==> config.mk <==
export PLATFORM = sky130hd
export DESIGN_NAME = text_word_wrap_justifier
export DESIGN_NICKNAME = d
export VERILOG_FILES = /design/src/hdl/tww_pkg.sv /design/src/hdl/tww_div.sv /design/src/hdl/tww_dp.sv /design/src/hdl/tww_ctrl.sv /design/src/hdl/text_word_wrap_justifier.sv
export SDC_FILE = /design/constraint.sdc
export NUM_CORES = 1
export LEC_CHECK = 0
export BUFFER_PORTS_ARGS = -buffer_cell sky130_fd_sc_hd__buf_2
export CAP_MARGIN = 30
export CORE_MARGIN = 4
export CORE_UTILIZATION = 45
export CTS_CLUSTER_DIAMETER = 200
export DETAILED_ROUTE_END_ITERATION = 12
export GPL_TIMING_DRIVEN = 0
export PLACE_DENSITY = 0.62
export REMOVE_ABC_BUFFERS = 1
export SLEW_MARGIN = 40
export SYNTH_ARGS = -nofsm -noshare
export SYNTH_HDL_FRONTEND = slang
export SYNTH_SLANG_ARGS = --single-unit
export TNS_END_PERCENT = 5
==> constraint.sdc <==
create_clock -name clk -period 5.3 [get_ports clk]
set_clock_uncertainty 0.2 [all_clocks]
set_input_delay 0.265 -clock clk [delete_from_list [all_inputs] [get_ports clk]]
set_output_delay 0.265 -clock clk [all_outputs]
set_load 0.05 [all_outputs]
==> src/hdl/tww_pkg.sv <==
// Shared constants and controller/datapath interface types for the justifier.
// No dependencies.
package tww_pkg;

  localparam int LINE_CAPACITY_DEF = 60;
  localparam int WORD_CAPACITY_DEF = 20;
  localparam logic [5:0] LINE_WIDTH_RST = 6'd60;
  localparam int WOL_W = 5;
  localparam logic [WOL_W-1:0] WOL_MAX = 5'd31;

  localparam logic [7:0] CH_SPACE = 8'h20;
  localparam logic [7:0] CH_NL    = 8'h0A;
  localparam logic [7:0] CH_TAB   = 8'h09;
  localparam logic [7:0] CH_STAR  = 8'h2A;

  localparam logic CMD_TEXT = 1'b0;
  localparam logic CMD_END  = 1'b1;

  localparam logic [1:0] EMIT_CHAR  = 2'd0;
  localparam logic [1:0] EMIT_SPACE = 2'd1;
  localparam logic [1:0] EMIT_NL    = 2'd2;

  typedef struct packed {
    logic       word_wr;
    logic       idx_clr;
    logic       just_init;
    logic       line_rd;
    logic       idx_inc;
    logic       div_start;
    logic       sp_load;
    logic       sp_dec;
    logic       gap_done;
    logic       nl_done;
    logic       sep_wr;
    logic       cp_init;
    logic       word_rd;
    logic       cp_wr;
    logic       word_fin;
    logic       clr_all;
    logic       emit;
    logic [1:0] emit_sel;
    logic       fin;
  } tww_cmd_t;

  typedef struct packed {
    logic word_empty;
    logic no_fit;
    logic idx_end;
    logic is_space;
    logic div_done;
    logic sp_zero;
    logic cp_end;
    logic can_emit;
    logic fin_ok;
  } tww_stat_t;

endpackage

==> src/hdl/tww_div.sv <==
// Iterative restoring divider, one quotient bit per cycle.
// No package dependencies.
module tww_div #(
  parameter int DW = 6
) (
  input  logic          clk,
  input  logic          rst_n,
  input  logic          start,
  input  logic [DW-1:0] dividend,
  input  logic [DW-1:0] divisor,
  output logic          done,
  output logic [DW-1:0] quotient
);

  localparam int CW = $clog2(DW + 1);

  logic          busy_r, busy_nxt;
  logic          done_r, done_nxt;
  logic [CW-1:0] cnt_r, cnt_nxt;
  logic [DW:0]   rem_r, rem_nxt;
  logic [DW-1:0] quo_r, quo_nxt;
  logic [DW:0]   shifted;
  logic [DW+1:0] diff;

  assign shifted = {rem_r[DW-1:0], quo_r[DW-1]};
  assign diff    = {1'b0, shifted} - {2'b00, divisor};

  always_comb begin
    busy_nxt = busy_r;
    done_nxt = 1'b0;
    cnt_nxt  = cnt_r;
    rem_nxt  = rem_r;
    quo_nxt  = quo_r;
    if (start) begin
      busy_nxt = 1'b1;
      cnt_nxt  = CW'(DW);
      rem_nxt  = '0;
      quo_nxt  = dividend;
    end else if (busy_r) begin
      rem_nxt = diff[DW+1] ? shifted : diff[DW:0];
      quo_nxt = {quo_r[DW-2:0], ~diff[DW+1]};
      cnt_nxt = cnt_r - CW'(1);
      if (cnt_r == CW'(1)) begin
        busy_nxt = 1'b0;
        done_nxt = 1'b1;
      end
    end
  end

  always_ff @(posedge clk) begin
    if (!rst_n) begin
      busy_r <= 1'b0;
      done_r <= 1'b0;
      cnt_r  <= '0;
    end else begin
      busy_r <= busy_nxt;
      done_r <= done_nxt;
      cnt_r  <= cnt_nxt;
    end
    rem_r <= rem_nxt;
    quo_r <= quo_nxt;
  end

  assign done     = done_r;
  assign quotient = quo_r;

endmodule

==> src/hdl/tww_dp.sv <==
// Justifier datapath: word and line buffers, line counters, gap divider,
// byte packer and output register. Uses tww_pkg and tww_div.
module tww_dp #(
  parameter int LINE_CAPACITY = tww_pkg::LINE_CAPACITY_DEF,
  parameter int WORD_CAPACITY = tww_pkg::WORD_CAPACITY_DEF
) (
  input  logic              clk,
  input  logic              rst_n,
  input  tww_pkg::tww_cmd_t cmd,
  output tww_pkg::tww_stat_t stat,
  input  logic [7:0]        char_in,
  input  logic              cfg_wr_en,
  input  logic [5:0]        cfg_line_width,
  output logic              out_valid,
  input  logic              out_stall,
  output logic [7:0]        out_first_byte,
  output logic [7:0]        out_second_byte,
  output logic [1:0]        out_byte_count,
  output logic              out_last_result
);

  localparam int LLW = $clog2(LINE_CAPACITY + 1);
  localparam int LIW = $clog2(LINE_CAPACITY);
  localparam int WLW = $clog2(WORD_CAPACITY + 1);
  localparam int WIW = (WORD_CAPACITY > 1) ? $clog2(WORD_CAPACITY) : 1;
  localparam int WOW = tww_pkg::WOL_W;

  logic [7:0] line_mem [LINE_CAPACITY];
  logic [7:0] word_mem [WORD_CAPACITY];

  logic [5:0]     lw_r;
  logic [LLW-1:0] ll_r, idx_r, extra_r, q_r, sp_r;
  logic [WOW-1:0] wol_r, gaps_r;
  logic [WLW-1:0] wl_r, j_r;
  logic           odd_r;
  logic [7:0]     line_q_r, word_q_r;

  logic [1:0]     pcnt_r;
  logic [7:0]     p0_r, p1_r;
  logic           ov_r;
  logic [7:0]     of_r, os_r;
  logic [1:0]     oc_r;
  logic           ol_r;

  logic [LLW-1:0] eff_w, room, qsel, qm, div_q;
  logic [LLW:0]   need;
  logic           div_done, m_bit, out_free, ll_room;
  logic [7:0]     emit_byte;

  assign eff_w = (lw_r > 6'(LINE_CAPACITY)) ? LLW'(LINE_CAPACITY) : lw_r[LLW-1:0];
  assign room  = (eff_w > ll_r) ? (eff_w - ll_r) : '0;
  assign need  = (LLW+1)'(wl_r) + (LLW+1)'(1);
  assign ll_room = ll_r < LLW'(LINE_CAPACITY);

  tww_div #(.DW(LLW)) u_div (
    .clk      (clk),
    .rst_n    (rst_n),
    .start    (cmd.div_start),
    .dividend (extra_r),
    .divisor  (LLW'(gaps_r)),
    .done     (div_done),
    .quotient (div_q)
  );

  // odd lines give every gap at least one extra space while any remain
  assign m_bit = odd_r && (extra_r != '0);
  assign qsel  = (gaps_r == '0) ? extra_r : div_q;
  assign qm    = (qsel == '0 && m_bit) ? LLW'(1) : qsel;

  assign out_free = !ov_r || !out_stall;

  always_comb begin
    case (cmd.emit_sel)
      tww_pkg::EMIT_CHAR:  emit_byte = line_q_r;
      tww_pkg::EMIT_SPACE: emit_byte = tww_pkg::CH_SPACE;
      tww_pkg::EMIT_NL:    emit_byte = tww_pkg::CH_NL;
      default:             emit_byte = tww_pkg::CH_NL;
    endcase
  end

  assign stat.word_empty = (wl_r == '0);
  assign stat.no_fit     = need > {1'b0, room};
  assign stat.idx_end    = idx_r >= ll_r;
  assign stat.is_space   = (line_q_r == tww_pkg::CH_SPACE);
  assign stat.div_done   = div_done;
  assign stat.sp_zero    = (sp_r == '0);
  assign stat.cp_end     = j_r >= wl_r;
  assign stat.can_emit   = (pcnt_r != 2'd2) || out_free;
  assign stat.fin_ok     = (pcnt_r == 2'd0) || out_free;

  // buffers
  always_ff @(posedge clk) begin
    if (cmd.word_wr) begin
      if (wl_r < WLW'(WORD_CAPACITY)) begin
        word_mem[wl_r[WIW-1:0]] <= char_in;
      end else begin
        word_mem[WIW'(WORD_CAPACITY - 1)] <= tww_pkg::CH_STAR;
      end
    end
    if (cmd.word_rd) begin
      word_q_r <= word_mem[j_r[WIW-1:0]];
    end
  end

  always_ff @(posedge clk) begin
    if (cmd.sep_wr && wol_r != '0 && ll_room) begin
      line_mem[ll_r[LIW-1:0]] <= tww_pkg::CH_SPACE;
    end else if (cmd.cp_wr && ll_room) begin
      line_mem[ll_r[LIW-1:0]] <= word_q_r;
    end
    if (cmd.line_rd) begin
      line_q_r <= line_mem[idx_r[LIW-1:0]];
    end
  end

  // line state and counters
  always_ff @(posedge clk) begin
    if (!rst_n) begin
      lw_r  <= tww_pkg::LINE_WIDTH_RST;
      ll_r  <= '0;
      wol_r <= '0;
      wl_r  <= '0;
      odd_r <= 1'b0;
      idx_r <= '0;
      j_r   <= '0;
    end else begin
      if (cfg_wr_en) begin
        lw_r <= cfg_line_width;
      end
      if (cmd.word_wr && wl_r < WLW'(WORD_CAPACITY)) begin
        wl_r <= wl_r + WLW'(1);
      end
      if (cmd.idx_clr) begin
        idx_r <= '0;
      end else if (cmd.idx_inc) begin
        idx_r <= idx_r + LLW'(1);
      end
      if (cmd.nl_done) begin
        ll_r  <= '0;
        wol_r <= '0;
        odd_r <= ~odd_r;
      end
      if ((cmd.sep_wr && wol_r != '0 && ll_room) || (cmd.cp_wr && ll_room)) begin
        ll_r <= ll_r + LLW'(1);
      end
      if (cmd.cp_init) begin
        j_r <= '0;
      end else if (cmd.cp_wr) begin
        j_r <= j_r + WLW'(1);
      end
      if (cmd.word_fin) begin
        if (wol_r != tww_pkg::WOL_MAX) begin
          wol_r <= wol_r + WOW'(1);
        end
        wl_r <= '0;
      end
      if (cmd.clr_all) begin
        ll_r  <= '0;
        wol_r <= '0;
        wl_r  <= '0;
        odd_r <= 1'b0;
      end
    end
  end

  // gap padding
  always_ff @(posedge clk) begin
    if (cmd.just_init) begin
      extra_r <= room;
      gaps_r  <= (wol_r != '0) ? (wol_r - WOW'(1)) : '0;
    end else if (cmd.gap_done) begin
      extra_r <= extra_r - q_r;
      if (gaps_r != '0) begin
        gaps_r <= gaps_r - WOW'(1);
      end
    end
    if (cmd.sp_load) begin
      q_r  <= qm;
      sp_r <= qm;
    end else if (cmd.sp_dec) begin
      sp_r <= sp_r - LLW'(1);
    end
  end

  // byte packer: a pair is held back until the next byte shows it is not last
  always_ff @(posedge clk) begin
    if (!rst_n) begin
      pcnt_r <= 2'd0;
      ov_r   <= 1'b0;
    end else begin
      if (!out_stall) begin
        ov_r <= 1'b0;
      end
      if (cmd.emit) begin
        if (pcnt_r == 2'd2) begin
          ov_r   <= 1'b1;
          of_r   <= p0_r;
          os_r   <= p1_r;
          oc_r   <= 2'd2;
          ol_r   <= 1'b0;
          p0_r   <= emit_byte;
          pcnt_r <= 2'd1;
        end else if (pcnt_r == 2'd1) begin
          p1_r   <= emit_byte;
          pcnt_r <= 2'd2;
        end else begin
          p0_r   <= emit_byte;
          pcnt_r <= 2'd1;
        end
      end else if (cmd.fin && pcnt_r != 2'd0) begin
        ov_r   <= 1'b1;
        of_r   <= p0_r;
        os_r   <= (pcnt_r == 2'd2) ? p1_r : 8'd0;
        oc_r   <= pcnt_r;
        ol_r   <= 1'b1;
        pcnt_r <= 2'd0;
      end
    end
  end

  assign out_valid       = ov_r;
  assign out_first_byte  = of_r;
  assign out_second_byte = os_r;
  assign out_byte_count  = oc_r;
  assign out_last_result = ol_r;

endmodule

==> src/hdl/tww_ctrl.sv <==
// Justifier controller: sequences word finish, justified and plain line
// emission over the datapath. Uses tww_pkg.
module tww_ctrl (
  input  logic               clk,
  input  logic               rst_n,
  input  logic               in_valid,
  output logic               in_stall,
  input  logic               in_cmd,
  input  logic [7:0]         in_char_in,
  output tww_pkg::tww_cmd_t  cmd,
  input  tww_pkg::tww_stat_t stat
);

  localparam logic [3:0] S_IDLE = 4'd0;
  localparam logic [3:0] S_FW   = 4'd1;
  localparam logic [3:0] S_JRD  = 4'd2;
  localparam logic [3:0] S_JCHK = 4'd3;
  localparam logic [3:0] S_JDIV = 4'd4;
  localparam logic [3:0] S_JSP  = 4'd5;
  localparam logic [3:0] S_JNL  = 4'd6;
  localparam logic [3:0] S_SEP  = 4'd7;
  localparam logic [3:0] S_CRD  = 4'd8;
  localparam logic [3:0] S_CWR  = 4'd9;
  localparam logic [3:0] S_FRD  = 4'd10;
  localparam logic [3:0] S_FEM  = 4'd11;
  localparam logic [3:0] S_DONE = 4'd12;

  logic [3:0] state_r, state_nxt;
  logic       end_r, end_nxt;
  logic       is_sep;

  assign is_sep = (in_char_in == tww_pkg::CH_SPACE) || (in_char_in == tww_pkg::CH_NL) ||
                  (in_char_in == tww_pkg::CH_TAB);
  assign in_stall = (state_r != S_IDLE);

  always_comb begin
    state_nxt = state_r;
    end_nxt   = end_r;
    cmd       = '0;
    case (state_r)
      S_IDLE: begin
        if (in_valid) begin
          if (in_cmd == tww_pkg::CMD_TEXT && !is_sep) begin
            cmd.word_wr = 1'b1;
          end else begin
            end_nxt   = (in_cmd == tww_pkg::CMD_END);
            state_nxt = S_FW;
          end
        end
      end
      S_FW: begin
        if (stat.word_empty) begin
          cmd.idx_clr = 1'b1;
          state_nxt   = end_r ? S_FRD : S_DONE;
        end else if (stat.no_fit) begin
          cmd.idx_clr   = 1'b1;
          cmd.just_init = 1'b1;
          state_nxt     = S_JRD;
        end else begin
          state_nxt = S_SEP;
        end
      end
      S_JRD: begin
        if (stat.idx_end) begin
          state_nxt = S_JNL;
        end else begin
          cmd.line_rd = 1'b1;
          state_nxt   = S_JCHK;
        end
      end
      S_JCHK: begin
        if (!stat.is_space) begin
          if (stat.can_emit) begin
            cmd.emit     = 1'b1;
            cmd.emit_sel = tww_pkg::EMIT_CHAR;
            cmd.idx_inc  = 1'b1;
            state_nxt    = S_JRD;
          end
        end else begin
          cmd.div_start = 1'b1;
          state_nxt     = S_JDIV;
        end
      end
      S_JDIV: begin
        if (stat.div_done) begin
          cmd.sp_load = 1'b1;
          state_nxt   = S_JSP;
        end
      end
      S_JSP: begin
        if (stat.can_emit) begin
          cmd.emit     = 1'b1;
          cmd.emit_sel = tww_pkg::EMIT_SPACE;
          if (stat.sp_zero) begin
            cmd.gap_done = 1'b1;
            cmd.idx_inc  = 1'b1;
            state_nxt    = S_JRD;
          end else begin
            cmd.sp_dec = 1'b1;
          end
        end
      end
      S_JNL: begin
        if (stat.can_emit) begin
          cmd.emit     = 1'b1;
          cmd.emit_sel = tww_pkg::EMIT_NL;
          cmd.nl_done  = 1'b1;
          state_nxt    = S_SEP;
        end
      end
      S_SEP: begin
        cmd.sep_wr  = 1'b1;
        cmd.cp_init = 1'b1;
        state_nxt   = S_CRD;
      end
      S_CRD: begin
        if (stat.cp_end) begin
          cmd.word_fin = 1'b1;
          cmd.idx_clr  = 1'b1;
          state_nxt    = end_r ? S_FRD : S_DONE;
        end else begin
          cmd.word_rd = 1'b1;
          state_nxt   = S_CWR;
        end
      end
      S_CWR: begin
        cmd.cp_wr = 1'b1;
        state_nxt = S_CRD;
      end
      S_FRD: begin
        if (stat.idx_end) begin
          cmd.clr_all = 1'b1;
          state_nxt   = S_DONE;
        end else begin
          cmd.line_rd = 1'b1;
          state_nxt   = S_FEM;
        end
      end
      S_FEM: begin
        if (stat.can_emit) begin
          cmd.emit     = 1'b1;
          cmd.emit_sel = tww_pkg::EMIT_CHAR;
          cmd.idx_inc  = 1'b1;
          state_nxt    = S_FRD;
        end
      end
      S_DONE: begin
        if (stat.fin_ok) begin
          cmd.fin   = 1'b1;
          state_nxt = S_IDLE;
        end
      end
      default: begin
        state_nxt = S_IDLE;
      end
    endcase
  end

  always_ff @(posedge clk) begin
    if (!rst_n) begin
      state_r <= S_IDLE;
      end_r   <= 1'b0;
    end else begin
      state_r <= state_nxt;
      end_r   <= end_nxt;
    end
  end

endmodule

==> src/hdl/text_word_wrap_justifier.sv <==
// Greedy word wrap with full justification, top level.
// Depends on tww_pkg, tww_ctrl, tww_dp (and tww_div below it).
//
// Usage: text bytes enter on in_* (valid/stall); in_cmd = 1 marks end of text.
// Results leave on out_* carrying one or two bytes each; out_last_result
// flags the final result of an item. Items that cause no output give none.
// line_width is written through cfg_wr_en/cfg_line_width while idle.
// A word byte is stored without stalling the input. A separator finishes
// the pending word, which is copied byte by byte from the word buffer into
// the line buffer, justifying and emitting the line first if the word does
// not fit. Emitting a line walks the line buffer byte by byte, then emits
// the newline; each gap of a justified line runs a divide (one quotient bit
// per cycle) and then emits its spaces. An end item does what a separator
// does and then emits the last line as it stands, with no newline.
// in_stall is high while an item is being worked on.
// Results are packed through a one-pair holding stage into an output
// register; when out_stall is high, emission pauses with nothing lost.
// Reset (rst_n low, synchronous) empties the line and word, clears the
// line parity and sets line_width to 60; buffer contents are not cleared.
module text_word_wrap_justifier #(
  parameter int LINE_CAPACITY = tww_pkg::LINE_CAPACITY_DEF,
  parameter int WORD_CAPACITY = tww_pkg::WORD_CAPACITY_DEF
) (
  input  logic       clk,
  input  logic       rst_n,
  input  logic       in_valid,
  output logic       in_stall,
  input  logic       in_cmd,
  input  logic [7:0] in_char_in,
  output logic       out_valid,
  input  logic       out_stall,
  output logic [7:0] out_first_byte,
  output logic [7:0] out_second_byte,
  output logic [1:0] out_byte_count,
  output logic       out_last_result,
  input  logic       cfg_wr_en,
  input  logic [5:0] cfg_line_width
);

  tww_pkg::tww_cmd_t  cmd;
  tww_pkg::tww_stat_t stat;

  tww_ctrl u_ctrl (
    .clk        (clk),
    .rst_n      (rst_n),
    .in_valid   (in_valid),
    .in_stall   (in_stall),
    .in_cmd     (in_cmd),
    .in_char_in (in_char_in),
    .cmd        (cmd),
    .stat       (stat)
  );

  tww_dp #(
    .LINE_CAPACITY (LINE_CAPACITY),
    .WORD_CAPACITY (WORD_CAPACITY)
  ) u_dp (
    .clk             (clk),
    .rst_n           (rst_n),
    .cmd             (cmd),
    .stat            (stat),
    .char_in         (in_char_in),
    .cfg_wr_en       (cfg_wr_en),
    .cfg_line_width  (cfg_line_width),
    .out_valid       (out_valid),
    .out_stall       (out_stall),
    .out_first_byte  (out_first_byte),
    .out_second_byte (out_second_byte),
    .out_byte_count  (out_byte_count),
    .out_last_result (out_last_result)
  );

endmodule

* Word-level counts from Yosys, hierarchy flattened
Memory sizes are Yosys's and may differ from the RTL's. A register that Yosys moved wholly into a read port is not among the register bits.
Cells that the tools add are included.
** Word-level totals
- Input bits :: 20
- Flip-flop bits (word level) :: 117
- Logic and storage cells :: 260
- Bits in writable memories :: 640
- Memories :: 2
- Output and inout port bits :: 21
** Memory list
- u_dp.line_mem :: words 60, width 8, rd ports 1, clocked after memory_dff 1, write ports 1, RTL line tww_dp.sv:28 : logic [7:0] line_mem [LINE_CAPACITY];
- u_dp.word_mem :: words 20, width 8, rd ports 1, clocked after memory_dff 1, write ports 1, RTL line tww_dp.sv:29 : logic [7:0] word_mem [WORD_CAPACITY];
** Cells by class
- Equality and inequality tests :: 33
- Bitwise logic cells :: 8
- Reductions and logical operators :: 50
- Muxes and demuxes :: 120
- Magnitude comparators :: 7
- $add $sub $neg :: 13
** Operators by type and width (count)
- two-way mux 8 bit :: 11
- two-way mux 6 bit :: 13
- two-way mux 1 bit :: 50
- two-way mux 4 bit :: 12
- one-hot mux 4 bit (12 select lines) :: 1
- two-way mux 5 bit :: 8
- two-way mux 3 bit :: 10
- two-way mux 2 bit :: 11
- == test 4 bit (second input constant) :: 5
- == test 4 x 3 -> 1 bit (second input constant) :: 4
- == test 8 x 4 -> 1 bit (second input constant) :: 2
- == test 8 x 6 -> 1 bit (second input constant) :: 2
- inequality test 2 bit (second input constant) :: 8
- one-hot mux 8 bit (2 select lines) :: 1
- adder 5 x 1 -> 5 bit (second input constant) :: 3
- nonzero test 2 bit :: 7
- adder 6 x 1 -> 6 bit (second input constant) :: 2
- zero test 6 bit :: 2
- one-hot mux 3 bit (4 select lines) :: 1
- OR reduction 2 bit :: 6
- subtractor 6 bit :: 2
- zero test 5 bit :: 2
- nonzero test 5 bit :: 2
- subtractor 5 x 1 -> 5 bit (second input constant) :: 2
- other kinds (36) :: 64

* Depth between registers and ports, before layout
- Word-level depth :: 12
- Depth in mapped cells :: 18

* Hierarchy
A second synthesis with hierarchy kept.
** Unflattened totals
- Cells, all modules :: 1901
- Area, all modules :: 32292.2 µm²
** By module, submodules not included
- tww_dp :: area each 30501.8 µm², times used 1, seq. area each 22181.3 µm², cells an instance 1697
- tww_div :: area each 999.7 µm², times used 1, seq. area each 400.4 µm², cells an instance 103
- tww_ctrl :: area each 790.8 µm², times used 1, seq. area each 100.1 µm², cells an instance 101

* Worst setup path after synthesis
Ideal clock, no wire load.
- Kind :: reg-to-reg
- Start point :: reg u_dp.ll_r[3]
- End point :: reg u_dp.gaps_r[3] (data pin)
- Buffers on the path :: 2
- Slack :: 1.392 ns
- Clock period less this slack :: 3.908 ns
- Arrival :: 3.442 ns
- Data required time :: 4.834 ns
- Stages on the path, launching flop included :: 16
- Cells stage by stage :: dfxtp_1 clkbuf_1 inv_1 ha_1 inv_1 o21ai_1 a211oi_1 nor2_1 o311ai_0 ha_1 and3_1 a21boi_0 o21ai_1 nor2_1 clkbuf_1 o21ai_1
** Between the ends
- Word-level cells in the longest chain between the ends :: 7
- Elaborated cells between the ends (all ways) :: 8
- Classes of those cells :: add/sub (1); order compare (2); mux (5)
** RTL lines
- start: declaration :: RTL line tww_dp.sv:32 : logic [LLW-1:0] ll_r, idx_r, extra_r, q_r, sp_r;
- start signal: assignment :: RTL line tww_dp.sv:144 : ll_r <= ll_r + LLW'(1);
- subtractor 6 bit or greater-than comparator 6 bit (tied branches) :: RTL line tww_dp.sv:51 : assign room = (eff_w > ll_r) ? (eff_w - ll_r) : '0;
- two-way mux 6 bit * :: RTL line tww_dp.sv:51
- greater-than comparator 7 x 6 -> 1 bit * :: RTL line tww_dp.sv:82 : assign stat.no_fit = need > {1'b0, room};
- two-way mux 2 bit * :: RTL line tww_ctrl.sv:55 : end else if (stat.no_fit) begin
- two-way mux 1 bit * :: RTL line tww_ctrl.sv:52 : if (stat.word_empty) begin
- two-way mux 1 bit * :: RTL line tww_ctrl.sv:40 : case (state_r)
- two-way mux 5 bit * :: RTL line tww_dp.sv:168 : if (cmd.just_init) begin
- end signal: assignment :: RTL line tww_dp.sv:170 : gaps_r <= (wol_r != '0) ? (wol_r - WOW'(1)) : '0;
- end signal: assignment :: RTL line tww_dp.sv:174 : gaps_r <= gaps_r - WOW'(1);
- end: declaration :: RTL line tww_dp.sv:33 : logic [WOW-1:0] wol_r, gaps_r;
Mark *: on every way between the ends. The rest lies on a longest branch, timed or not.
A chain may end at the register's enable or synchronous reset.

* Worst setup path after layout
- Start point :: reg u_dp.ll_r[5]
- End point :: reg u_dp.extra_r[0] (data pin)
** Between the ends
- Word-level cells in the longest chain between the ends :: 7
- Elaborated cells between the ends (all ways) :: 8
- Classes of those cells :: add/sub (1); order compare (2); mux (5)
** RTL lines
- subtractor 6 bit or greater-than comparator 6 bit (tied branches) :: RTL line tww_dp.sv:51
- two-way mux 6 bit * :: RTL line tww_dp.sv:51
- greater-than comparator 7 x 6 -> 1 bit :: RTL line tww_dp.sv:82
- two-way mux 2 bit :: RTL line tww_ctrl.sv:55
- two-way mux 1 bit :: RTL line tww_ctrl.sv:52
- two-way mux 1 bit :: RTL line tww_ctrl.sv:40
- two-way mux 6 bit * :: RTL line tww_dp.sv:168
- end signal: assignment :: RTL line tww_dp.sv:169 : extra_r <= room;
- end signal: assignment :: RTL line tww_dp.sv:172 : extra_r <= extra_r - q_r;
- end: declaration :: RTL line tww_dp.sv:32
Marks and branches as above.

==> key figures <==
Setup path
  – Crit-path slowest cell: dfxtp_1
  – Worst reg-to-reg setup slack: 0.42 ns
  – Crit-path cells: inv_1, ha_1, nand2_1, o22ai_1, nor2_1, o311ai_0, ha_1, and3_1, a21boi_0, o21ai_1, nor2_4, nor2_1, a21o_1
  – Worst EP arrival: approximately 5.1 ns
  – Crit path buffers/inverters: 1
  – Setup CP Type: reg2reg
  – Slowest Stage Delay on Critical Path: approximately 0.79 ns
  – CP required: 5.48 ns
  – Worst Setup End Kind: flip-flop
  – Cell family with most CP delay: simple AND/OR/NAND/NOR gates
  – Max FO, Critical Path: 21
  – Startpoint types: flip-flop

Synth
  – Synth top area share: 0.677
  – Flops & latches, synth: around 770
  – Post-synth EDFFs: between 700 and 800
  – Mux share of post-synthesis cell area: 0.127
  – Synth Area in Simple Gates: 0.0700
  – Synth Area per Inst: 16.9 um^2
  – Ys Warns: 0
  – Seq/Total Area, Yosys: 0.710
  – Post-synth ARST share: 0
  – Yosys cell types: 74
  – Synth Area in Compound Gates: 0.0459
  – Ys flop type: edfxtp_1
  – XOR/XNOR Fraction of Synth Area: 0.00823
  – Mapped Cells: approximately 1900
  – Adder-Cell Fraction of Synth Area: 0.0199
  – Yosys top cell by area: edfxtp_1
  – Mapped Area: 0.0319 mm^2
  – Synth top area cells: edfxtp_1 (68%), mux4_2 (11%), dfxtp_1 (3.3%)
  – Largest family of logic cells by synthesized area: multiplexers

STA
  – Hold slack: roughly 0.18 ns
  – Setup TNS Final: 0 ns
  – Crit path time final: 4.88 ns
  – Final WS setup: 0.417 ns
  – Slew Viols, Final: 0
  – Tcrit/Tclk final: 0.921
  – RSZ-0062 raised after global routing: no
  – FMAX: 205 MHz
  – Final setup vio count: 0
  – Final hold vios: 0
  – Worst slew pin tran: 0.907 ns
  – Relative slew slack: 0.394

Final layout
  – Final core occ: 0.521
  – # diodes: 0
  – Share of cells above drive strength 1: 0.218
  – Finished Layout Cells: roughly 3000
  – Nets: around 2000
  – Post-route cell area: about 0.037 mm^2
  – Area grow syn2layout: 14.5%

Route
  – Final wirelength: approximately 71000 um
  – ANT nets after route: 0
  – Drt initial violations: roughly 1600
  – Drt pass-1 iters: 5
  – Mean routed wirelength per cell: between 20 and 25 um
  – DR vias/cell: about 5.8
  – DRC Markers: 0
  – Via Count: 17200

Placed design
  – Placed instance area: ~0.034 mm^2
  – Dpl cells: about 2800
  – IO buf count: 40
  – Gpl congestion: 0.820
  – Pre-CTS setup slack: ~0.16 ns
  – Post-detail-place hpwl: approximately 46000 um

Clock network
  – CTS buffer count: 81
  – Max H-tree Level: 3
  – Post-CTS Setup Bufs: 0
  – Clk sink count: about 770
  – Worst skew pair latency: 0.64 ns
  – CTS max path bufs: 3
  – CTS tree: done
  – Root Buffer: clkbuf_16
  – Clk pin slew, worst setup/hold paths: approximately 0.060 ns

Global route
  – All-Layer GR Usage: 0.191
  – Largest net degree at the start of global routing: 61
  – GRT overflow: 0
  – Global-route wire length before repair: between 100000 and 150000 um
  – Initial antenna violation count: 0
  – Vias in the first global route: 17500

Floorplan
  – Core box area: 0.0701 mm^2
  – Chip height: 274 um
  – Starting Density: 0.455
  – # IOs: 41
  – Row count: 97
  – Die footprint: 0.0753 mm^2
  – Die Wd: roughly 270 um

Status
  – Outcome: finished clean

Worst hold path
  – HP Class: in2reg

Pwr
  – Power Dens Cells: 361 mW/mm^2
  – Tot Pwr: 13.2 mW
  – P_leak: 11.3 nW
  – Peak VDD IR: 0.244 mV

Job
  – Max capacitance violation total: 0
==> final timing paths <==
check / from / endpoint / cells after the start
setup / recovery: u_dp.ll_r[5] / u_dp.extra_r[0] / 13
hold / removal: in_char_in[1] / u_dp.word_mem[6][1] / 2
setup reg to reg: u_dp.ll_r[5] / u_dp.extra_r[0] / 13
hold reg to reg: u_dp.p0_r[6] / u_dp.out_first_byte[6] / 0
==> Yosys cell counts, drive strengths merged (4+ instances only) <==
| library cell | instances |
|---|---|
| edfxtp | 720 |
| mux4 | 153 |
| nor2 | 121 |
| nand2 | 117 |
| clkbuf | 61 |
| a21oi | 58 |
| dfxtp | 53 |
| inv | 53 |
| ha | 46 |
| mux2i | 45 |
| nand3 | 44 |
| o21ai | 44 |
| buf | 36 |
| nor3 | 30 |
| a22oi | 25 |
| nor2b | 24 |
| and3 | 20 |
| a211oi | 19 |
| o22ai | 19 |
| nand4 | 18 |
| nand2b | 15 |
| xnor2 | 15 |
| xor2 | 15 |
| mux2 | 13 |
| a21boi | 10 |
| a31oi | 10 |
| and2 | 9 |
| nor4b | 8 |
| or3 | 8 |
| a21o | 7 |
| nand3b | 7 |
| nor4 | 7 |
| or4 | 7 |
| a22o | 5 |
| o221ai | 5 |
| o211ai | 4 |
| or4b | 4 |
==> worst register-to-register path: stages, from the launching register on <==
cell and delay [ns]:
dfxtp_1 0.79, inv_1 0.35, ha_1 0.44, nand2_1 0.10, o22ai_1 0.08, nor2_1 0.40
o311ai_0 0.39, ha_1 0.43, and3_1 0.19, a21boi_0 0.34, o21ai_1 0.21, nor2_4 0.45
nor2_1 0.09, a21o_1 0.16
==> flip-flops by register name (all words and copies together), names as in the netlist, 8 cells and up <==
signal                flops
u_dp.p0_r                 8
u_dp.out_first_byte       8
u_dp.p1_r                 8
u_dp.out_second_byte      8
u_dp.line_mem           480
u_dp.line_q_r             8
u_dp.word_mem           160
u_dp.word_q_r             8
==> logic make-up (layout without fill, tap and decap cells) <==
family                   Yosys count  after routing
multiplexers                     211            211
AND/OR/NAND/NOR                  448            448
AO/OA/AOI/OAI                    226            226
adder cells (fa/ha/maj)           49             49
XOR/XNOR                          30             30
flip-flops                       773            773
buffers and inverters            150            293
==> cells in the final DEF, fill, tap and decap left out, types with 10 or more instances in the layout <==
cell           count
a211oi_1          17
a21oi_1           56
a22oi_1           25
a31oi_1           10
and3_1            13
buf_12            18
buf_2             45
clkbuf_1          19
clkbuf_16         82
clkinv_1          16
clkinv_2          12
dfxtp_1           44
dlygate4sd3_1     24
edfxtp_1         720
ha_1              46
inv_1             52
mux2_2            12
mux2i_1           45
mux4_2           153
nand2_1          115
nand2b_1          14
nand3_1           43
nand4_1           18
nor2_1            84
nor2_2            35
nor2b_1           20
nor3_1            18
o21ai_0           22
o21ai_1           21
o22ai_1           18
xnor2_1           15
xor2_1            15
==> power by group <==
group,internal (mW),switching [mW],total [mW]
Clock,3.16,2.36,5.52
Sequential,6.72,0.105,6.83
Combinational,0.334,0.505,0.839
Total,10.2,2.97,13.2
==> repair_timing <==
action / 4_1_cts / 5_1_grt
hold buffers: 24 / 0
endpoints found under the setup margin: 0 / 17
hold endpoints to repair: 25 / 0
gates resized for setup: 0 / 2
==> cell type report <==
| class | count | area, um^2 |
|---|---|---|
| Inverter | 53 | 199 |
| Timing Repair Buffer | 96 | 953 |
| Clock buffer | 101 | 2120 |
| Clock inverter | 43 | 443 |
| Fill cell | 5652 | 33600 |
| Tap cell | 940 | 1180 |
| Multi-Input combinational cell | 964 | 8980 |
| Sequential cell | 773 | 22700 |
==> per-layer routing <==
layer,vias up,track usage,routed length (um)
li1,7657,-,-
met1,8920,0.282,31900
met2,542,0.295,33000
met3,121,0.0321,4340
met4,0,0.0539,1710
met5,-,0,0
Power figures use the tool's default switching activity.
